$ cat config.mk
export PLATFORM = sky130hd
export DESIGN_NAME = voxel_face_vertex_light_ao_flat
export DESIGN_NICKNAME = d
export VERILOG_FILES = /design/src/hdl/vfl_pkg.sv /design/src/hdl/vfl_intf.sv /design/src/hdl/vfl_lane.sv /design/src/hdl/vfl_merge.sv /design/src/hdl/voxel_face_vertex_light_ao.sv /design/src/flat_wrapper.sv
export SDC_FILE = /design/constraint.sdc
export NUM_CORES = 1
export LEC_CHECK = 0
export BUFFER_PORTS_ARGS = -buffer_cell sky130_fd_sc_hd__buf_2
export CORE_UTILIZATION = 57
export CTS_BUF_LIST = sky130_fd_sc_hd__clkbuf_8 sky130_fd_sc_hd__clkbuf_16
export CTS_CLUSTER_DIAMETER = 150
export DETAILED_ROUTE_END_ITERATION = 10
export PLACE_DENSITY = 0.78
export SLEW_MARGIN = 20
export SYNTH_ARGS = -nofsm -noshare
export SYNTH_HDL_FRONTEND = slang
export SYNTH_SLANG_ARGS = --single-unit
export TNS_END_PERCENT = 100
$ cat constraint.sdc
create_clock -name clk_i -period 11.4 [get_ports clk_i]
set_input_delay 1.14 -clock clk_i [delete_from_list [all_inputs] [get_ports clk_i]]
set_output_delay 1.14 -clock clk_i [all_outputs]
set_load 0.01 [all_outputs]
$ cat src/hdl/vfl_pkg.sv
// Shared constants, types and helpers for the voxel face light / occlusion block.
// Holds the corner-to-neighbour table and the occlusion function.
// No dependencies.
package vfl_pkg;

  localparam int unsigned LIGHT_BITS_DEF = 4;
  localparam int unsigned NUM_CELLS      = 8;
  localparam int unsigned NUM_CORNERS    = 4;
  localparam int unsigned CELLS_PER_CRN  = 3;
  localparam int unsigned OCC_W          = 3;

  typedef logic [$clog2(NUM_CELLS)-1:0] cell_idx_t;
  typedef logic [OCC_W-1:0]             occ_t;

  localparam occ_t OCC_OPEN       = 3'd4;  // no opaque cell around the corner
  localparam occ_t OCC_BOTH_EDGES = 3'd1;  // both edges opaque, diagonal hidden

  // Per corner: edge a, edge b, diagonal.
  localparam cell_idx_t CORNER_CELLS [NUM_CORNERS][CELLS_PER_CRN] = '{
    '{3'd1, 3'd3, 3'd0},
    '{3'd3, 3'd6, 3'd5},
    '{3'd4, 3'd6, 3'd7},
    '{3'd1, 3'd4, 3'd2}
  };

  function automatic occ_t occ_level(logic edge_a, logic edge_b, logic diag);
    occ_t cnt;
    cnt = occ_t'(edge_a) + occ_t'(edge_b) + occ_t'(diag);
    if (edge_a && edge_b) begin
      occ_level = OCC_BOTH_EDGES;
    end else begin
      occ_level = OCC_OPEN - cnt;
    end
  endfunction

endpackage

$ cat src/hdl/vfl_intf.sv
// Channel interfaces: face descriptor in, corner light / occlusion result out.
// Depends on vfl_pkg.
interface vfl_face_if
  import vfl_pkg::*;
#(
  parameter int unsigned LIGHT_BITS = LIGHT_BITS_DEF
);
  logic                            valid;
  logic                            ready;
  logic [LIGHT_BITS-1:0]           center_block_light;
  logic [LIGHT_BITS-1:0]           center_sky_light;
  logic [NUM_CELLS-1:0]            neighbour_opaque_mask;
  logic [NUM_CELLS*LIGHT_BITS-1:0] neighbour_block_lights;
  logic [NUM_CELLS*LIGHT_BITS-1:0] neighbour_sky_lights;

  modport source (
    output valid, center_block_light, center_sky_light, neighbour_opaque_mask,
           neighbour_block_lights, neighbour_sky_lights,
    input  ready
  );
  modport sink (
    input  valid, center_block_light, center_sky_light, neighbour_opaque_mask,
           neighbour_block_lights, neighbour_sky_lights,
    output ready
  );
endinterface

interface vfl_vertex_if
  import vfl_pkg::*;
#(
  parameter int unsigned LIGHT_BITS = LIGHT_BITS_DEF
);
  logic                  valid;
  logic                  ready;
  occ_t                  occlusion_corner0;
  occ_t                  occlusion_corner1;
  occ_t                  occlusion_corner2;
  occ_t                  occlusion_corner3;
  logic [LIGHT_BITS+1:0] block_sum_corner0;
  logic [LIGHT_BITS+1:0] block_sum_corner1;
  logic [LIGHT_BITS+1:0] block_sum_corner2;
  logic [LIGHT_BITS+1:0] block_sum_corner3;
  logic [LIGHT_BITS+1:0] sky_sum_corner0;
  logic [LIGHT_BITS+1:0] sky_sum_corner1;
  logic [LIGHT_BITS+1:0] sky_sum_corner2;
  logic [LIGHT_BITS+1:0] sky_sum_corner3;

  modport source (
    output valid, occlusion_corner0, occlusion_corner1, occlusion_corner2,
           occlusion_corner3, block_sum_corner0, block_sum_corner1,
           block_sum_corner2, block_sum_corner3, sky_sum_corner0,
           sky_sum_corner1, sky_sum_corner2, sky_sum_corner3,
    input  ready
  );
  modport sink (
    input  valid, occlusion_corner0, occlusion_corner1, occlusion_corner2,
           occlusion_corner3, block_sum_corner0, block_sum_corner1,
           block_sum_corner2, block_sum_corner3, sky_sum_corner0,
           sky_sum_corner1, sky_sum_corner2, sky_sum_corner3,
    output ready
  );
endinterface

$ cat src/hdl/vfl_lane.sv
// One corner lane: occlusion level plus smoothed block and sky light sums.
// Depends on vfl_pkg (occ_level).
module vfl_lane
  import vfl_pkg::*;
#(
  parameter int unsigned LIGHT_BITS = LIGHT_BITS_DEF
) (
  input  logic [CELLS_PER_CRN-1:0]            opaque_i,   // edge a, edge b, diagonal
  input  logic [LIGHT_BITS-1:0]               ctr_block_i,
  input  logic [LIGHT_BITS-1:0]               ctr_sky_i,
  input  logic [CELLS_PER_CRN*LIGHT_BITS-1:0] nbr_block_i,
  input  logic [CELLS_PER_CRN*LIGHT_BITS-1:0] nbr_sky_i,
  output occ_t                                occlusion_o,
  output logic [LIGHT_BITS+1:0]               block_sum_o,
  output logic [LIGHT_BITS+1:0]               sky_sum_o
);

  localparam int unsigned SUM_W = LIGHT_BITS + 2;

  // Floor is the least of centre and nonzero neighbours. With no zero present
  // the floor is the overall minimum, so lifting changes nothing there.
  function automatic logic [SUM_W-1:0] smooth(
    logic [LIGHT_BITS-1:0]               ctr,
    logic [CELLS_PER_CRN*LIGHT_BITS-1:0] nbr
  );
    logic [LIGHT_BITS-1:0] flr;
    logic [LIGHT_BITS-1:0] v;
    logic [SUM_W-1:0]      acc;
    flr = ctr;
    for (int i = 0; i < CELLS_PER_CRN; i++) begin
      v = nbr[i*LIGHT_BITS +: LIGHT_BITS];
      if (v != '0 && v < flr) begin
        flr = v;
      end
    end
    acc = SUM_W'(ctr);
    for (int i = 0; i < CELLS_PER_CRN; i++) begin
      v = nbr[i*LIGHT_BITS +: LIGHT_BITS];
      acc = acc + SUM_W'((v < flr) ? flr : v);
    end
    smooth = acc;
  endfunction

  assign occlusion_o = occ_level(opaque_i[0], opaque_i[1], opaque_i[2]);
  assign block_sum_o = smooth(ctr_block_i, nbr_block_i);
  assign sky_sum_o   = smooth(ctr_sky_i, nbr_sky_i);

endmodule

$ cat src/hdl/vfl_merge.sv
// Result stage: collects the lane outputs into one word behind a two-entry
// output register (main plus skid), so one more word is taken under stall.
// Depends on vfl_pkg for the default of DATA_W (OCC_W, LIGHT_BITS_DEF).
module vfl_merge
  import vfl_pkg::*;
#(
  parameter int unsigned DATA_W = 4 * (OCC_W + 2 * (LIGHT_BITS_DEF + 2))
) (
  input  logic              clk_i,
  input  logic              rst_ni,
  input  logic              valid_i,
  output logic              ready_o,
  input  logic [DATA_W-1:0] data_i,
  output logic              valid_o,
  input  logic              ready_i,
  output logic [DATA_W-1:0] data_o
);

  logic              main_vld_q, main_vld_d;
  logic              skid_vld_q, skid_vld_d;
  logic [DATA_W-1:0] main_q, main_d;
  logic [DATA_W-1:0] skid_q, skid_d;
  logic              in_xfer, out_xfer;

  assign ready_o  = ~skid_vld_q;
  assign in_xfer  = valid_i & ready_o;
  assign out_xfer = main_vld_q & ready_i;
  assign valid_o  = main_vld_q;
  assign data_o   = main_q;

  always_comb begin
    main_vld_d = main_vld_q;
    skid_vld_d = skid_vld_q;
    main_d     = main_q;
    skid_d     = skid_q;
    if (out_xfer) begin
      if (skid_vld_q) begin
        // advance the skid entry; input is held off while it is full
        main_d     = skid_q;
        skid_vld_d = 1'b0;
      end else if (in_xfer) begin
        main_d = data_i;
      end else begin
        main_vld_d = 1'b0;
      end
    end else if (in_xfer) begin
      if (main_vld_q) begin
        skid_d     = data_i;
        skid_vld_d = 1'b1;
      end else begin
        main_d     = data_i;
        main_vld_d = 1'b1;
      end
    end
  end

  always_ff @(posedge clk_i or negedge rst_ni) begin
    if (!rst_ni) begin
      main_vld_q <= 1'b0;
      skid_vld_q <= 1'b0;
    end else begin
      main_vld_q <= main_vld_d;
      skid_vld_q <= skid_vld_d;
    end
  end

  always_ff @(posedge clk_i) begin
    main_q <= main_d;
    skid_q <= skid_d;
  end

endmodule

$ cat src/hdl/voxel_face_vertex_light_ao.sv
// Per-face corner ambient occlusion and smoothed block/sky light. Four corner
// lanes evaluate one face combinationally and a result stage registers the
// twelve outputs, so a face is taken every clock unless the input stalls; its
// result goes to the output register, or to the skid entry while it is occupied.
// The result stage holds two results (output register plus skid), so a new face
// is still taken while one finished result waits; the input stalls only when
// both entries are full. Rate: one face per cycle unless stalled. No reset
// sweep; ready from reset. Depends on vfl_pkg, vfl_intf, vfl_lane, vfl_merge.
module voxel_face_vertex_light_ao
  import vfl_pkg::*;
#(
  parameter int unsigned LIGHT_BITS = LIGHT_BITS_DEF
) (
  input  logic         clk_i,
  input  logic         rst_ni,
  vfl_face_if.sink     face_i,
  vfl_vertex_if.source vtx_o
);

  localparam int unsigned SUM_W  = LIGHT_BITS + 2;
  localparam int unsigned LANE_W = OCC_W + 2 * SUM_W;
  localparam int unsigned DATA_W = NUM_CORNERS * LANE_W;

  occ_t             lane_occ [NUM_CORNERS];
  logic [SUM_W-1:0] lane_blk [NUM_CORNERS];
  logic [SUM_W-1:0] lane_sky [NUM_CORNERS];
  logic [DATA_W-1:0] lane_word;
  logic [DATA_W-1:0] res_word;
  occ_t             res_occ  [NUM_CORNERS];
  logic [SUM_W-1:0] res_blk  [NUM_CORNERS];
  logic [SUM_W-1:0] res_sky  [NUM_CORNERS];

  for (genvar k = 0; k < NUM_CORNERS; k++) begin : g_lane
    logic [CELLS_PER_CRN-1:0]            opq;
    logic [CELLS_PER_CRN*LIGHT_BITS-1:0] nb;
    logic [CELLS_PER_CRN*LIGHT_BITS-1:0] ns;

    for (genvar c = 0; c < CELLS_PER_CRN; c++) begin : g_cell
      assign opq[c] = face_i.neighbour_opaque_mask[CORNER_CELLS[k][c]];
      assign nb[c*LIGHT_BITS +: LIGHT_BITS] =
        face_i.neighbour_block_lights[CORNER_CELLS[k][c]*LIGHT_BITS +: LIGHT_BITS];
      assign ns[c*LIGHT_BITS +: LIGHT_BITS] =
        face_i.neighbour_sky_lights[CORNER_CELLS[k][c]*LIGHT_BITS +: LIGHT_BITS];
    end

    vfl_lane #(
      .LIGHT_BITS (LIGHT_BITS)
    ) u_lane (
      .opaque_i    (opq),
      .ctr_block_i (face_i.center_block_light),
      .ctr_sky_i   (face_i.center_sky_light),
      .nbr_block_i (nb),
      .nbr_sky_i   (ns),
      .occlusion_o (lane_occ[k]),
      .block_sum_o (lane_blk[k]),
      .sky_sum_o   (lane_sky[k])
    );

    assign lane_word[k*LANE_W +: LANE_W] = {lane_occ[k], lane_blk[k], lane_sky[k]};
    assign {res_occ[k], res_blk[k], res_sky[k]} = res_word[k*LANE_W +: LANE_W];
  end

  vfl_merge #(
    .DATA_W (DATA_W)
  ) u_merge (
    .clk_i   (clk_i),
    .rst_ni  (rst_ni),
    .valid_i (face_i.valid),
    .ready_o (face_i.ready),
    .data_i  (lane_word),
    .valid_o (vtx_o.valid),
    .ready_i (vtx_o.ready),
    .data_o  (res_word)
  );

  assign vtx_o.occlusion_corner0 = res_occ[0];
  assign vtx_o.occlusion_corner1 = res_occ[1];
  assign vtx_o.occlusion_corner2 = res_occ[2];
  assign vtx_o.occlusion_corner3 = res_occ[3];
  assign vtx_o.block_sum_corner0 = res_blk[0];
  assign vtx_o.block_sum_corner1 = res_blk[1];
  assign vtx_o.block_sum_corner2 = res_blk[2];
  assign vtx_o.block_sum_corner3 = res_blk[3];
  assign vtx_o.sky_sum_corner0   = res_sky[0];
  assign vtx_o.sky_sum_corner1   = res_sky[1];
  assign vtx_o.sky_sum_corner2   = res_sky[2];
  assign vtx_o.sky_sum_corner3   = res_sky[3];

  // A stalled input means both result entries are occupied.
  a_stall_means_full: assert property (
    @(posedge clk_i) disable iff (!rst_ni) !face_i.ready |-> vtx_o.valid
  ) else $error("input stalled while result register empty");

  // A transferred face always leaves a result visible in the next cycle.
  a_xfer_gives_result: assert property (
    @(posedge clk_i) disable iff (!rst_ni)
      (face_i.valid && face_i.ready) |=> vtx_o.valid
  ) else $error("accepted face produced no result");

  // Occlusion levels of corners 0 and 2 stay between fully shadowed and open.
  a_occ_range: assert property (
    @(posedge clk_i) disable iff (!rst_ni)
      vtx_o.valid |-> (res_occ[0] >= OCC_BOTH_EDGES && res_occ[0] <= OCC_OPEN &&
                       res_occ[2] >= OCC_BOTH_EDGES && res_occ[2] <= OCC_OPEN)
  ) else $error("occlusion level out of range");

endmodule

$ cat src/flat_wrapper.sv
// flat-port wrapper written by rule: the top's interface ports become plain ports
module voxel_face_vertex_light_ao_flat import vfl_pkg::*;
#(
  parameter int unsigned LIGHT_BITS = LIGHT_BITS_DEF
)
  (clk_i, rst_ni, face_i_valid, face_i_center_block_light, face_i_center_sky_light, face_i_neighbour_opaque_mask, face_i_neighbour_block_lights, face_i_neighbour_sky_lights, face_i_ready, vtx_o_valid, vtx_o_occlusion_corner0, vtx_o_occlusion_corner1, vtx_o_occlusion_corner2, vtx_o_occlusion_corner3, vtx_o_block_sum_corner0, vtx_o_block_sum_corner1, vtx_o_block_sum_corner2, vtx_o_block_sum_corner3, vtx_o_sky_sum_corner0, vtx_o_sky_sum_corner1, vtx_o_sky_sum_corner2, vtx_o_sky_sum_corner3, vtx_o_ready);
  vfl_face_if #(.LIGHT_BITS(LIGHT_BITS)) face_i_i ();
  vfl_vertex_if #(.LIGHT_BITS(LIGHT_BITS)) vtx_o_i ();
  input  logic clk_i;
  input  logic rst_ni;
  input wire logic [$bits(face_i_i.valid)-1:0] face_i_valid;
  input wire logic [$bits(face_i_i.center_block_light)-1:0] face_i_center_block_light;
  input wire logic [$bits(face_i_i.center_sky_light)-1:0] face_i_center_sky_light;
  input wire logic [$bits(face_i_i.neighbour_opaque_mask)-1:0] face_i_neighbour_opaque_mask;
  input wire logic [$bits(face_i_i.neighbour_block_lights)-1:0] face_i_neighbour_block_lights;
  input wire logic [$bits(face_i_i.neighbour_sky_lights)-1:0] face_i_neighbour_sky_lights;
  output wire logic [$bits(face_i_i.ready)-1:0] face_i_ready;
  output wire logic [$bits(vtx_o_i.valid)-1:0] vtx_o_valid;
  output wire logic [$bits(vtx_o_i.occlusion_corner0)-1:0] vtx_o_occlusion_corner0;
  output wire logic [$bits(vtx_o_i.occlusion_corner1)-1:0] vtx_o_occlusion_corner1;
  output wire logic [$bits(vtx_o_i.occlusion_corner2)-1:0] vtx_o_occlusion_corner2;
  output wire logic [$bits(vtx_o_i.occlusion_corner3)-1:0] vtx_o_occlusion_corner3;
  output wire logic [$bits(vtx_o_i.block_sum_corner0)-1:0] vtx_o_block_sum_corner0;
  output wire logic [$bits(vtx_o_i.block_sum_corner1)-1:0] vtx_o_block_sum_corner1;
  output wire logic [$bits(vtx_o_i.block_sum_corner2)-1:0] vtx_o_block_sum_corner2;
  output wire logic [$bits(vtx_o_i.block_sum_corner3)-1:0] vtx_o_block_sum_corner3;
  output wire logic [$bits(vtx_o_i.sky_sum_corner0)-1:0] vtx_o_sky_sum_corner0;
  output wire logic [$bits(vtx_o_i.sky_sum_corner1)-1:0] vtx_o_sky_sum_corner1;
  output wire logic [$bits(vtx_o_i.sky_sum_corner2)-1:0] vtx_o_sky_sum_corner2;
  output wire logic [$bits(vtx_o_i.sky_sum_corner3)-1:0] vtx_o_sky_sum_corner3;
  input wire logic [$bits(vtx_o_i.ready)-1:0] vtx_o_ready;
  assign face_i_i.valid = face_i_valid;
  assign face_i_i.center_block_light = face_i_center_block_light;
  assign face_i_i.center_sky_light = face_i_center_sky_light;
  assign face_i_i.neighbour_opaque_mask = face_i_neighbour_opaque_mask;
  assign face_i_i.neighbour_block_lights = face_i_neighbour_block_lights;
  assign face_i_i.neighbour_sky_lights = face_i_neighbour_sky_lights;
  assign face_i_ready = face_i_i.ready;
  assign vtx_o_valid = vtx_o_i.valid;
  assign vtx_o_occlusion_corner0 = vtx_o_i.occlusion_corner0;
  assign vtx_o_occlusion_corner1 = vtx_o_i.occlusion_corner1;
  assign vtx_o_occlusion_corner2 = vtx_o_i.occlusion_corner2;
  assign vtx_o_occlusion_corner3 = vtx_o_i.occlusion_corner3;
  assign vtx_o_block_sum_corner0 = vtx_o_i.block_sum_corner0;
  assign vtx_o_block_sum_corner1 = vtx_o_i.block_sum_corner1;
  assign vtx_o_block_sum_corner2 = vtx_o_i.block_sum_corner2;
  assign vtx_o_block_sum_corner3 = vtx_o_i.block_sum_corner3;
  assign vtx_o_sky_sum_corner0 = vtx_o_i.sky_sum_corner0;
  assign vtx_o_sky_sum_corner1 = vtx_o_i.sky_sum_corner1;
  assign vtx_o_sky_sum_corner2 = vtx_o_i.sky_sum_corner2;
  assign vtx_o_sky_sum_corner3 = vtx_o_i.sky_sum_corner3;
  assign vtx_o_i.ready = vtx_o_ready;
  voxel_face_vertex_light_ao #(.LIGHT_BITS(LIGHT_BITS)) u_core (.clk_i(clk_i), .rst_ni(rst_ni), .face_i(face_i_i), .vtx_o(vtx_o_i));
endmodule
==> impl_metrics.prom, run 1 <==
# TYPE chip_impl_metric gauge
chip_impl_metric{name="remaining_drc_errors",unit=""} 0
chip_impl_metric{name="cts.clk_slew.worst_paths",unit="ns"} 0.06
chip_impl_metric{name="io_buffers",unit=""} 145
chip_impl_info{name="netlist_top_cells_count",value="sky130_fd_sc_hd__inv_1, sky130_fd_sc_hd__nand2_1, sky130_fd_sc_hd__nor2_1"} 1
chip_impl_metric{name="relSlewSlack",unit=""} 0.313
chip_impl_metric{name="critPathMaxStageDelay",unit="ns"} 0.44
chip_impl_metric{name="postSynthRegisterBits",unit=""} 122
chip_impl_info{name="dominant_delay_contributor_by_cell_family_on_the_critical_path",value="compound AO/OA/AOI/OAI gates"} 1
chip_impl_metric{name="detailedRoute.firstIterationViolations",unit=""} 928
chip_impl_metric{name="timing.final.max_slew_violations",unit=""} 0
chip_impl_metric{name="clkLatencyLatePin",unit="ns"} 0.41
chip_impl_metric{name="total_leakage_power",unit="nW"} 6.80
chip_impl_metric{name="filler_cell_count",unit=""} 1961
chip_impl_metric{name="total_count_of_hold_check_failures_in_the_final_report",unit=""} 0
chip_impl_metric{name="areaGrowthSynthToFinish",unit="%"} 11.9
chip_impl_metric{name="detail_route.first_pass.iterations",unit=""} 5
chip_impl_metric{name="area.sequential",unit="sq um"} 3650
chip_impl_metric{name="gpl.final_weighted_congestion",unit=""} 0.958
chip_impl_metric{name="finalSetupViolations",unit=""} 0
chip_impl_metric{name="multi_input_comb_area",unit="sq um"} 8790
chip_impl_metric{name="fin_cells",unit=""} 1959
chip_impl_metric{name="critical_path_required",unit="ns"} 11.56
chip_impl_metric{name="antenna_found_initial",unit=""} 1
chip_impl_metric{name="synthesis.instances",unit=""} 1514
chip_impl_metric{name="power.density_cell_area",unit="nW/um^2"} 310
chip_impl_info{name="startpoint_type",value="input port"} 1
chip_impl_metric{name="routed_wire_length_per_instance",unit="um"} 16.7
chip_impl_metric{name="core_area",unit="sq um"} 22800
chip_impl_info{name="hold_class",value="in2async"} 1
chip_impl_info{name="path_common_cell",value="sky130_fd_sc_hd__ha_1"} 1
chip_impl_metric{name="post_synth_num_cell_types",unit=""} 87
chip_impl_metric{name="finalSetupTns",unit="ns"} 0
chip_impl_metric{name="crit_arrival",unit="ns"} 9.32
chip_impl_metric{name="peakVddDrop",unit="mV"} 0.149
chip_impl_metric{name="post_synth_edffs",unit=""} 120
chip_impl_metric{name="place_area",unit="sq um"} 14300
chip_impl_metric{name="finalNetCount",unit=""} 1904
chip_impl_metric{name="route.antenna.remaining_nets",unit=""} 0
chip_impl_metric{name="total_power",unit="mW"} 4.62
chip_impl_metric{name="synthesis.area",unit="sq um"} 13300
chip_impl_metric{name="htree_levels",unit=""} 4
chip_impl_metric{name="final_min_period_over_clock_period",unit=""} 0.803
chip_impl_metric{name="drt-vias-per-instance",unit=""} 5.90
chip_impl_metric{name="fp.dieArea",unit="sq um"} 23900
chip_impl_metric{name="chipHeight",unit="um"} 155
chip_impl_metric{name="num_vias",unit=""} 11549
chip_impl_metric{name="yosysTopAreaCellShare",unit=""} 0.271
chip_impl_metric{name="synth_fp_nets",unit=""} 1785
chip_impl_metric{name="cts_buffer_depth",unit=""} 2
chip_impl_info{name="outcome",value="complete, no violations"} 1
chip_impl_info{name="cp_slowest_cell",value="sky130_fd_sc_hd__fa_1"} 1
chip_impl_metric{name="die_x",unit="um"} 155
chip_impl_metric{name="max_clock_freq",unit="MHz"} 109
chip_impl_info{name="setup.worst_path.end_class",value="flip-flop"} 1
chip_impl_metric{name="clkSinkCount",unit=""} 122
chip_impl_metric{name="tritoncts.num_buffers",unit=""} 17
chip_impl_metric{name="worst_slew_pin_slew",unit="ns"} 1.03
chip_impl_metric{name="fin_area",unit="sq um"} 14900
chip_impl_info{name="timing_worst_setup_path_type",value="in2reg"} 1
chip_impl_metric{name="synth-warning-count",unit=""} 0
chip_impl_metric{name="grt_start_max_net_pins",unit=""} 48
chip_impl_info{name="cts_tree",value="done"} 1
chip_impl_metric{name="seq_area_frac_synth",unit=""} 0.275
chip_impl_metric{name="start_util",unit=""} 0.584
chip_impl_metric{name="number_of_global_route_vias_before_repair",unit=""} 10965
chip_impl_metric{name="async_flop_share",unit=""} 0.0164
chip_impl_metric{name="worst-path-buf-inv",unit=""} 4
chip_impl_info{name="clockRootBuffer",value="sky130_fd_sc_hd__clkbuf_16"} 1
chip_impl_metric{name="routed_wirelength",unit="um"} 32600
chip_impl_metric{name="detailedPlacementHpwl",unit="um"} 25000
chip_impl_info{name="setup_repair_after_global_routing_missed_its_margin",value="no"} 1
chip_impl_metric{name="post-route-worst-setup-slack",unit="ns"} 2.24
chip_impl_info{name="synthFlopType",value="sky130_fd_sc_hd__edfxtp_1"} 1
chip_impl_metric{name="skew",unit="ns"} 0.0131
chip_impl_metric{name="cts.repair_timing.setup_buffer_count",unit=""} 0
chip_impl_metric{name="std_cell_rows",unit=""} 55
chip_impl_metric{name="grt_overflow_total",unit=""} 0
chip_impl_metric{name="number_of_top_level_pins",unit=""} 146
chip_impl_metric{name="post-route-min-period",unit="ns"} 9.16
chip_impl_metric{name="cts_hold_repair.buffers",unit=""} 0
chip_impl_metric{name="globalRouteTotalUtil",unit=""} 0.280
chip_impl_metric{name="post-place-ws",unit="ns"} 1.99
chip_impl_metric{name="max_cap_viol_count",unit=""} 0
chip_impl_info{name="synth_largest_area_cell",value="sky130_fd_sc_hd__edfxtp_1"} 1
chip_impl_metric{name="layout-drive-gt1-share",unit=""} 0.152
chip_impl_metric{name="syn_avg_cell_area",unit="sq um"} 8.78
chip_impl_metric{name="placed_cells_incl_taps",unit=""} 1927
chip_impl_metric{name="grt_first_pass_wirelength",unit="um"} 53900
chip_impl_info{name="synth_most_common_cell",value="sky130_fd_sc_hd__inv_1"} 1
chip_impl_metric{name="cp_max_fo",unit=""} 13
chip_impl_metric{name="post_cts.resized_instances",unit=""} 0
chip_impl_info{name="synth_top_cells_by_area",value="sky130_fd_sc_hd__edfxtp_1, sky130_fd_sc_hd__ha_1, sky130_fd_sc_hd__fa_1"} 1
chip_impl_metric{name="insertedDiodeCount",unit=""} 0
## worst paths after layout
path,startpoint,end,slack (ns),cells past startpoint
hold reg to reg,u_core.u_merge.skid_q[31],u_core.u_merge.data_o[31],0.50,2
setup reg to reg,u_core.u_merge.skid_vld_q,u_core.u_merge.data_o[8],9.10,5
min in group clk_i,u_core.u_merge.skid_q[31],u_core.u_merge.data_o[31],0.50,2
max in group asynchronous,rst_ni,u_core.u_merge.valid_o,10.80,1
hold / removal,rst_ni,u_core.u_merge.skid_vld_q,0.50,1
setup / recovery,face_i_center_block_light[1],u_core.u_merge.data_o[11],2.24,32
## cell usage in the layout (no fill, tap or decap), drive strengths merged, types with 9 or more instances in the layout
master   netlist  routed
a2111oi        9       9
a211oi        10      10
a21o          28      28
a21oi        104     104
a31oi         17      17
and2          15      15
buf            9     149
clkbuf        40      17
edfxtp       120     120
fa            64      64
ha           123     123
inv          179     185
maj3          15      15
mux2          30      30
mux2i         55      55
nand2        174     174
nand2b        17      17
nand3         10      10
nor2         125     125
nor2b         20      20
nor3          19      19
nor4          10      10
o211ai         9       9
o21a          18      18
o21ai        101     101
o22ai         15      15
o31ai         11      11
or2           25      25
or3           10      10
xnor2         16      16
## area by class of cell
type / count / share of cell area
tap: 313 / 0.0263
timing repair buffer: 149 / 0.0508
clock buffer: 17 / 0.0286
multi-input combinational: 1163 / 0.591
sequential: 122 / 0.246
clock inverter: 15 / 0.0126
inverter: 180 / 0.0454
## logic make-up after synthesis
| logic type | synth area share |
|---|---|
| AND/OR/NAND/NOR | 0.154 |
| AO/OA/AOI/OAI | 0.200 |
| buffers and inverters | 0.0661 |
| adder cells (fa/ha/maj) | 0.224 |
| flip-flops | 0.275 |
| multiplexers | 0.0674 |
| XOR/XNOR | 0.0138 |
## report_power, final
group	internal [mW]	total, mW	switching [mW]	leakage, nW
registers	0.981	1.04	0.0579	1.13
logic	1.27	3.03	1.76	5.37
clock network	0.348	0.554	0.207	0.302
total	2.59	4.62	2.03	6.80
## flip-flops by register name, summed over array words and instances, names as in the netlist
| name | count |
|---|---|
| u_core.u_merge.data_o | 60 |
| u_core.u_merge.skid_q | 60 |
| u_core.u_merge.valid_o | 1 |
| u_core.u_merge.skid_vld_q | 1 |
## metrics by stage
step / hold WS [ns] / util
final: 0.500 / 0.653
after global placement: 0.489 / 0.626
after floorplan: 0.484 / -
after CTS: 0.490 / 0.653
after global routing: 0.489 / 0.653
after detailed placement: 0.496 / 0.626
## layer usage
metal / track usage / share of wire / vias up
li1: - / - / 5632
met1: 0.394 / 0.46 / 5431
met2: 0.447 / 0.46 / 443
met3: 0.0479 / 0.074 / 43
met4: 0.0712 / 0.016 / 0
met5: 0 / 0 / -
No activity file was read; power rests on OpenSTA's default activity.
==> run 2, diff against run 1 <==
Settings changed: ABC_AREA set to 1, CORE_UTILIZATION 57 to 55.
Clock period 11.4 ns to 8.24 ns, I/O delays scaled along.
==> run 2 against run 1 <==
Effect of this change: clock-buffer cell count is the same; sequential share of layout area shrank 1.2 points; register-to-register slack lost 2.9 ns; cell count grew 18%; sequential power grew 47%; via count grew 9.6%; clock power grew 47%; non-clock buffer count grew 10; clock skew shrank 0.0032 ns; critical endpoint is now u_core.u_merge.data_o[9]; largest power group unchanged; highest routed layer is now met5.
==> impl_metrics.prom, run 2 <==
# TYPE chip_impl_metric gauge
chip_impl_info{name="timing_worst_setup_path_type",value="in2reg"} 1
chip_impl_metric{name="start_util",unit=""} 0.565
chip_impl_metric{name="max_clock_freq",unit="MHz"} 137
chip_impl_metric{name="grt_overflow_total",unit=""} 0
chip_impl_metric{name="route.antenna.remaining_nets",unit=""} 0
chip_impl_info{name="setup.worst_path.end_class",value="flip-flop"} 1
chip_impl_metric{name="synthesis.area",unit="sq um"} 13800
chip_impl_metric{name="post_synth_num_cell_types",unit=""} 43
chip_impl_info{name="clockRootBuffer",value="sky130_fd_sc_hd__clkbuf_16"} 1
chip_impl_metric{name="seq_area_frac_synth",unit=""} 0.265
chip_impl_metric{name="die_x",unit="um"} 160
chip_impl_info{name="timing.rr.start",value="u_core.u_merge.skid_vld_q"} 1
chip_impl_metric{name="clkSinkCount",unit=""} 122
chip_impl_metric{name="max_cap_viol_count",unit=""} 0
chip_impl_metric{name="timing.reg2reg.worst_path_depth",unit=""} 5
chip_impl_metric{name="async_flop_share",unit=""} 0.0164
chip_impl_metric{name="power.density_cell_area",unit="nW/um^2"} 464
chip_impl_metric{name="post-route-min-period",unit="ns"} 7.30
chip_impl_info{name="cts_tree",value="done"} 1
chip_impl_info{name="layout_common_cells",value="sky130_fd_sc_hd__nand2_1, sky130_fd_sc_hd__inv_1, sky130_fd_sc_hd__nand3_1, sky130_fd_sc_hd__buf_2, sky130_fd_sc_hd__ha_1"} 1
chip_impl_metric{name="worst_slew_pin_slew",unit="ns"} 0.963
chip_impl_metric{name="std_cell_rows",unit=""} 57
chip_impl_metric{name="chipHeight",unit="um"} 160
chip_impl_metric{name="areaGrowthSynthToFinish",unit="%"} 13.1
chip_impl_metric{name="synth_fp_nets",unit=""} 2073
chip_impl_metric{name="num_vias",unit=""} 12657
chip_impl_metric{name="detail_route.first_pass.iterations",unit=""} 5
chip_impl_info{name="worst_r2r_endpoint",value="u_core.u_merge.data_o[24]"} 1
chip_impl_info{name="hold_class",value="in2async"} 1
chip_impl_metric{name="number_of_global_route_vias_before_repair",unit=""} 12233
chip_impl_info{name="final_common_cell",value="sky130_fd_sc_hd__nand2_1"} 1
chip_impl_metric{name="synth-warning-count",unit=""} 0
chip_impl_metric{name="power.sequential.fraction",unit=""} 0.212
chip_impl_info{name="netlist_top_cells_count",value="sky130_fd_sc_hd__nand2_1, sky130_fd_sc_hd__inv_1, sky130_fd_sc_hd__nand3_1"} 1
chip_impl_metric{name="cellInternalPower",unit="mW"} 4.00
chip_impl_info{name="setup_repair_after_global_routing_missed_its_margin",value="no"} 1
chip_impl_metric{name="total_leakage_power",unit="nW"} 8.07
chip_impl_info{name="cp_slowest_cell",value="sky130_fd_sc_hd__o21ai_0"} 1
chip_impl_metric{name="io_buffers",unit=""} 145
chip_impl_metric{name="cts.repair_timing.setup_buffer_count",unit=""} 0
chip_impl_metric{name="filler_cell_count",unit=""} 2106
chip_impl_metric{name="number_of_top_level_pins",unit=""} 146
chip_impl_metric{name="fp.dieArea",unit="sq um"} 25700
chip_impl_metric{name="syn_avg_cell_area",unit="sq um"} 7.66
chip_impl_metric{name="cp_max_fo",unit=""} 6
chip_impl_metric{name="antenna_found_initial",unit=""} 3
chip_impl_metric{name="finalSetupTns",unit="ns"} 0
chip_impl_metric{name="postSynthRegisterBits",unit=""} 122
chip_impl_metric{name="cts_hold_repair.buffers",unit=""} 0
chip_impl_metric{name="post_cts.resized_instances",unit=""} 0
chip_impl_metric{name="grt_first_pass_wirelength",unit="um"} 59000
chip_impl_info{name="synth_top_cells_by_area",value="sky130_fd_sc_hd__edfxtp_1, sky130_fd_sc_hd__nand2_1, sky130_fd_sc_hd__ha_1"} 1
chip_impl_metric{name="grt_start_max_net_pins",unit=""} 69
chip_impl_metric{name="cts.clk_slew.worst_paths",unit="ns"} 0.07
chip_impl_metric{name="htree_levels",unit=""} 4
chip_impl_metric{name="tritoncts.num_buffers",unit=""} 17
chip_impl_metric{name="routed_wire_length_per_instance",unit="um"} 15.4
chip_impl_metric{name="gpl.final_weighted_congestion",unit=""} 0.952
chip_impl_info{name="path_common_cell",value="sky130_fd_sc_hd__ha_1"} 1
chip_impl_metric{name="globalRouteTotalUtil",unit=""} 0.285
chip_impl_info{name="startpoint_type",value="input port"} 1
chip_impl_metric{name="timing.final.max_slew_violations",unit=""} 0
chip_impl_metric{name="core_area",unit="sq um"} 24500
chip_impl_metric{name="yosysTopAreaCellShare",unit=""} 0.261
chip_impl_info{name="synth_most_common_cell",value="sky130_fd_sc_hd__nand2_1"} 1
chip_impl_metric{name="post-route-util",unit=""} 0.638
chip_impl_metric{name="pwr-share-comb",unit=""} 0.675
chip_impl_metric{name="worst-path-buf-inv",unit=""} 8
chip_impl_metric{name="drt-vias-per-instance",unit=""} 5.49
chip_impl_metric{name="placed_cells_incl_taps",unit=""} 2270
chip_impl_metric{name="crit_arrival",unit="ns"} 7.47
chip_impl_metric{name="routed_wirelength",unit="um"} 35500
chip_impl_metric{name="regToRegSetupSlack",unit="ns"} 6.18
chip_impl_info{name="outcome",value="complete, no violations"} 1
chip_impl_metric{name="clkLatencyLatePin",unit="ns"} 0.43
chip_impl_metric{name="critical_path_required",unit="ns"} 8.42
chip_impl_metric{name="post-route-worst-setup-slack",unit="ns"} 0.945
chip_impl_metric{name="cts_buffer_depth",unit=""} 2
chip_impl_metric{name="hold-worst-slack",unit="ns"} 0.178
chip_impl_metric{name="post_synth_edffs",unit=""} 120
chip_impl_metric{name="swShare",unit=""} 0.448
chip_impl_metric{name="layout-drive-gt1-share",unit=""} 0.201
chip_impl_metric{name="remaining_drc_errors",unit=""} 0
chip_impl_metric{name="relSlewSlack",unit=""} 0.358
chip_impl_metric{name="fin_cells",unit=""} 2304
chip_impl_metric{name="detailedRoute.firstIterationViolations",unit=""} 980
chip_impl_metric{name="finalNetCount",unit=""} 2236
chip_impl_metric{name="detailedPlacementHpwl",unit="um"} 27500
chip_impl_metric{name="finalSetupViolations",unit=""} 0
chip_impl_info{name="synthFlopType",value="sky130_fd_sc_hd__edfxtp_1"} 1
chip_impl_metric{name="post-place-ws",unit="ns"} 0.574
chip_impl_metric{name="p_sw",unit="mW"} 3.24
chip_impl_metric{name="final_min_period_over_clock_period",unit=""} 0.885
chip_impl_metric{name="clock_power_share",unit=""} 0.113
chip_impl_metric{name="peakVddDrop",unit="mV"} 0.360
chip_impl_metric{name="synthesis.instances",unit=""} 1802
chip_impl_metric{name="total_count_of_hold_check_failures_in_the_final_report",unit=""} 0
chip_impl_metric{name="critPathMaxStageDelay",unit="ns"} 0.52
chip_impl_info{name="dominant_delay_contributor_by_cell_family_on_the_critical_path",value="adder cells"} 1
chip_impl_info{name="synth_largest_area_cell",value="sky130_fd_sc_hd__edfxtp_1"} 1
chip_impl_metric{name="skew",unit="ns"} 0.00995
-- run 2: changes by cell type after synthesis, moves of 52 or more --
cell	delta
sky130_fd_sc_hd__mux2i_1	-55
sky130_fd_sc_hd__a21oi_1	-52
sky130_fd_sc_hd__nand2_2	+67
sky130_fd_sc_hd__nand2_1	+293
sky130_fd_sc_hd__nand3_1	+244
sky130_fd_sc_hd__inv_1	+102
-- run 2: kinds of logic (layout without fill, tap and decap cells) --
logic type               Yosys count  in the layout  share of synthesized area
AO/OA/AOI/OAI                    161            161                     0.0778
XOR/XNOR                          16             16                     0.0101
adder cells (fa/ha/maj)          187            187                      0.204
buffers and inverters            318            494                     0.0885
flip-flops                       122            122                      0.265
multiplexers                      52             52                     0.0424
other                              0              2                          0
AND/OR/NAND/NOR                  946            946                      0.312
-- run 2: metal layers --
metal  GRT usage  routed length, um
met5           0                  9
met3      0.0535               2410
met4      0.0883                836
met2       0.461              16200
met1       0.385              16100
-- run 2: how the worst max path moves through the flow --
stage,start,end,slack (ns),cells after the start
floorplan,face_i_center_sky_light[3],u_core.u_merge.data_o[3],1.21,32
global placement,face_i_center_block_light[3],u_core.u_merge.data_o[39],0.66,36
detailed placement,face_i_center_block_light[3],u_core.u_merge.data_o[9],0.57,33
CTS,face_i_center_block_light[3],u_core.u_merge.data_o[9],1.00,33
global route,face_i_center_sky_light[3],u_core.u_merge.data_o[3],0.41,34
finish,face_i_center_block_light[1],u_core.u_merge.data_o[9],0.94,33
-- run 2: stage by stage --
step	power (mW)	instance area (sq um)
after floorplan	5.14	13800
after global placement	6.07	15000
after detailed placement	6.31	15000
after CTS	7.24	15600
after global routing	7.97	15600
final	7.24	15600
-- run 2: area by class of cell --
class | instances | area (sq um) | share of cell area
Multi-Input combinational cell | 1362 | 8960 | 0.574
Sequential cell | 122 | 3650 | 0.234
Inverter | 303 | 1140 | 0.0728
Timing Repair Buffer | 159 | 831 | 0.0532
Clock buffer | 17 | 425 | 0.0272
Tap cell | 324 | 405 | 0.0260
Clock inverter | 15 | 203 | 0.0130
Antenna cell | 2 | 5.00 | 0.000320
-- run 2: power by group through the flow --
stage | logic [mW] | clock network [mW] | registers, mW
3_5_place_dp | 4.77 | 0 | 1.54
6_report | 4.89 | 0.816 | 1.53
3_3_place_gp | 4.54 | 0 | 1.53
5_1_grt | 5.57 | 0.848 | 1.56
2_1_floorplan | 3.53 | 0 | 1.61
4_1_cts | 4.88 | 0.823 | 1.54
==> run 3, diff against run 2 <==
Settings changed: RECOVER_POWER set to 50.
==> run 3 against run 2 <==
Effect of this change: the flow now finishes with violations (max-capacitance violations, max-slew violations); sequential cell count stayed put; hold slack barely moved; cell area shrank 0.62%; first-iteration DRC count decreased by 8.3%; wire length about the same; global-route usage stayed put; critical path type unchanged; largest cell class unchanged.
==> impl_metrics.prom, run 3 (same netlist as run 2, synthesis figures left out) <==
# TYPE chip_impl_metric gauge
chip_impl_info{name="outcome",value="finished with violations"} 1
chip_impl_info{name="violated_checks",value="max-capacitance violations, max-slew violations"} 1
chip_impl_metric{name="clkSinkCount",unit=""} 122
chip_impl_metric{name="core_area",unit="sq um"} 24500
chip_impl_metric{name="crit_arrival",unit="ns"} 7.47
chip_impl_info{name="startpoint_type",value="input port"} 1
chip_impl_metric{name="finalSetupViolations",unit=""} 0
chip_impl_metric{name="grt_start_max_net_pins",unit=""} 69
chip_impl_metric{name="detailedPlacementHpwl",unit="um"} 27500
chip_impl_metric{name="route.antenna.remaining_nets",unit=""} 0
chip_impl_metric{name="peakVddDrop",unit="mV"} 0.359
chip_impl_info{name="clockRootBuffer",value="sky130_fd_sc_hd__clkbuf_16"} 1
chip_impl_metric{name="layout-drive-gt1-share",unit=""} 0.166
chip_impl_metric{name="post-route-min-period",unit="ns"} 7.29
chip_impl_metric{name="critPathMaxStageDelay",unit="ns"} 0.52
chip_impl_metric{name="cts_buffer_depth",unit=""} 2
chip_impl_metric{name="timing.reg2reg.worst_path_depth",unit=""} 5
chip_impl_metric{name="tritoncts.num_buffers",unit=""} 17
chip_impl_metric{name="regToRegSetupSlack",unit="ns"} 4.31
chip_impl_metric{name="total_power",unit="mW"} 7.21
chip_impl_metric{name="timing.final.max_slew_violations",unit=""} 122
chip_impl_info{name="cts_tree",value="done"} 1
chip_impl_metric{name="number_of_top_level_pins",unit=""} 146
chip_impl_metric{name="cts.clk_slew.worst_paths",unit="ns"} 0.07
chip_impl_info{name="cp_slowest_cell",value="sky130_fd_sc_hd__o21ai_0"} 1
chip_impl_metric{name="globalRouteTotalUtil",unit=""} 0.285
chip_impl_metric{name="std_cell_rows",unit=""} 57
chip_impl_metric{name="gpl.final_weighted_congestion",unit=""} 0.952
chip_impl_metric{name="grt_overflow_total",unit=""} 0
chip_impl_metric{name="htree_levels",unit=""} 4
chip_impl_metric{name="finalSetupTns",unit="ns"} 0
chip_impl_metric{name="finalNetCount",unit=""} 2236
chip_impl_metric{name="routed_wirelength",unit="um"} 35500
chip_impl_metric{name="final_min_period_over_clock_period",unit=""} 0.884
chip_impl_info{name="layout_common_cells",value="sky130_fd_sc_hd__nand2_1, sky130_fd_sc_hd__inv_1, sky130_fd_sc_hd__nand3_1, sky130_fd_sc_hd__ha_1, sky130_fd_sc_hd__edfxtp_1"} 1
chip_impl_metric{name="critical_path_required",unit="ns"} 8.42
chip_impl_metric{name="chipHeight",unit="um"} 160
chip_impl_metric{name="fp.dieArea",unit="sq um"} 25700
chip_impl_info{name="timing.rr.start",value="u_core.u_merge.skid_vld_q"} 1
chip_impl_info{name="worst_r2r_endpoint",value="u_core.u_merge.data_o[24]"} 1
chip_impl_metric{name="cp_max_fo",unit=""} 6
chip_impl_metric{name="clkLatencyLatePin",unit="ns"} 0.43
chip_impl_metric{name="number_of_global_route_vias_before_repair",unit=""} 12233
chip_impl_metric{name="io_buffers",unit=""} 145
chip_impl_info{name="hold_class",value="in2async"} 1
chip_impl_info{name="setup_repair_after_global_routing_missed_its_margin",value="no"} 1
chip_impl_metric{name="post-place-ws",unit="ns"} 0.574
chip_impl_metric{name="cts.repair_timing.setup_buffer_count",unit=""} 0
chip_impl_metric{name="areaGrowthSynthToFinish",unit="%"} 12.4
chip_impl_metric{name="die_x",unit="um"} 160
chip_impl_metric{name="num_vias",unit=""} 12699
chip_impl_info{name="path_common_cell",value="sky130_fd_sc_hd__ha_1"} 1
chip_impl_metric{name="relSlewSlack",unit=""} -1.39
chip_impl_metric{name="total_count_of_hold_check_failures_in_the_final_report",unit=""} 0
chip_impl_metric{name="grt_first_pass_wirelength",unit="um"} 59000
chip_impl_metric{name="routed_wire_length_per_instance",unit="um"} 15.4
chip_impl_metric{name="total_leakage_power",unit="nW"} 7.87
chip_impl_metric{name="remaining_drc_errors",unit=""} 0
chip_impl_metric{name="start_util",unit=""} 0.565
chip_impl_metric{name="detail_route.first_pass.iterations",unit=""} 5
chip_impl_metric{name="max_clock_freq",unit="MHz"} 137
chip_impl_metric{name="worst_slew_pin_slew",unit="ns"} 3.59
chip_impl_info{name="final_common_cell",value="sky130_fd_sc_hd__nand2_1"} 1
chip_impl_metric{name="detailedRoute.firstIterationViolations",unit=""} 899
chip_impl_metric{name="post-route-worst-setup-slack",unit="ns"} 0.953
chip_impl_info{name="timing_worst_setup_path_type",value="in2reg"} 1
chip_impl_metric{name="post-route-util",unit=""} 0.635
chip_impl_metric{name="antenna_found_initial",unit=""} 3
chip_impl_metric{name="skew",unit="ns"} 0.0102
chip_impl_metric{name="cts_hold_repair.buffers",unit=""} 0
chip_impl_metric{name="post_cts.resized_instances",unit=""} 0
chip_impl_metric{name="power.density_cell_area",unit="nW/um^2"} 465
chip_impl_metric{name="drt-vias-per-instance",unit=""} 5.51
chip_impl_metric{name="max_cap_viol_count",unit=""} 2
chip_impl_info{name="setup.worst_path.end_class",value="flip-flop"} 1
-- run 3: through the flow --
stage	hold WS (ns)	instances	instance area, sq um
after CTS	0.168	2302	15600
after global placement	0.527	2270	15000
final	0.178	2304	15500
after detailed placement	0.534	2270	15000
after floorplan	0.525	1802	13800
after global routing	0.176	2302	15500
-- run 3: final cells by class --
| type | count | area, sq um |
|---|---|---|
| multi-input combinational | 1362 | 8950 |
| fill | 2166 | 8940 |
| sequential | 122 | 3650 |
| inverter | 303 | 1140 |
| timing repair buffer | 159 | 739 |
| clock buffer | 17 | 425 |
| tap | 324 | 405 |
| clock inverter | 15 | 203 |
| antenna | 2 | 5.00 |
-- run 3: per-layer routing --
| layer | GRT usage | routed length (um) | up-vias |
|---|---|---|---|
| met4 | 0.0883 | 865 | 2 |
| li1 | - | - | 6255 |
| met1 | 0.385 | 16000 | 5923 |
| met3 | 0.0535 | 2460 | 70 |
| met2 | 0.461 | 16200 | 449 |
| met5 | 0 | 13 | - |
-- run 3: report_power, final --
| part | internal (mW) | switching, mW |
|---|---|---|
| logic | 2.01 | 2.83 |
| registers | 1.46 | 0.0869 |
| clock network | 0.489 | 0.326 |
| total | 3.97 | 3.25 |
-- run 3: worst max-delay path by stage --
stage	startpoint	to	slack [ns]	depth (start not counted)
final	face_i_center_block_light[1]	u_core.u_merge.data_o[9]	0.95	33
after global routing	face_i_center_sky_light[3]	u_core.u_merge.data_o[3]	0.41	34
after CTS	face_i_center_block_light[3]	u_core.u_merge.data_o[9]	1.00	33
after detailed placement	face_i_center_block_light[3]	u_core.u_merge.data_o[9]	0.57	33
after global placement	face_i_center_block_light[3]	u_core.u_merge.data_o[39]	0.66	36
after floorplan	face_i_center_sky_light[3]	u_core.u_merge.data_o[3]	1.21	32
-- run 3: critical path, delay by kind of cell --
kind	cells	cell delay, ns
fa+ha+maj	8	2.85
compound gates	6	1.44
buf+inv	8	1.07
mux	1	0.27
xor+xnor	1	0.18
simple gates	9	0.82
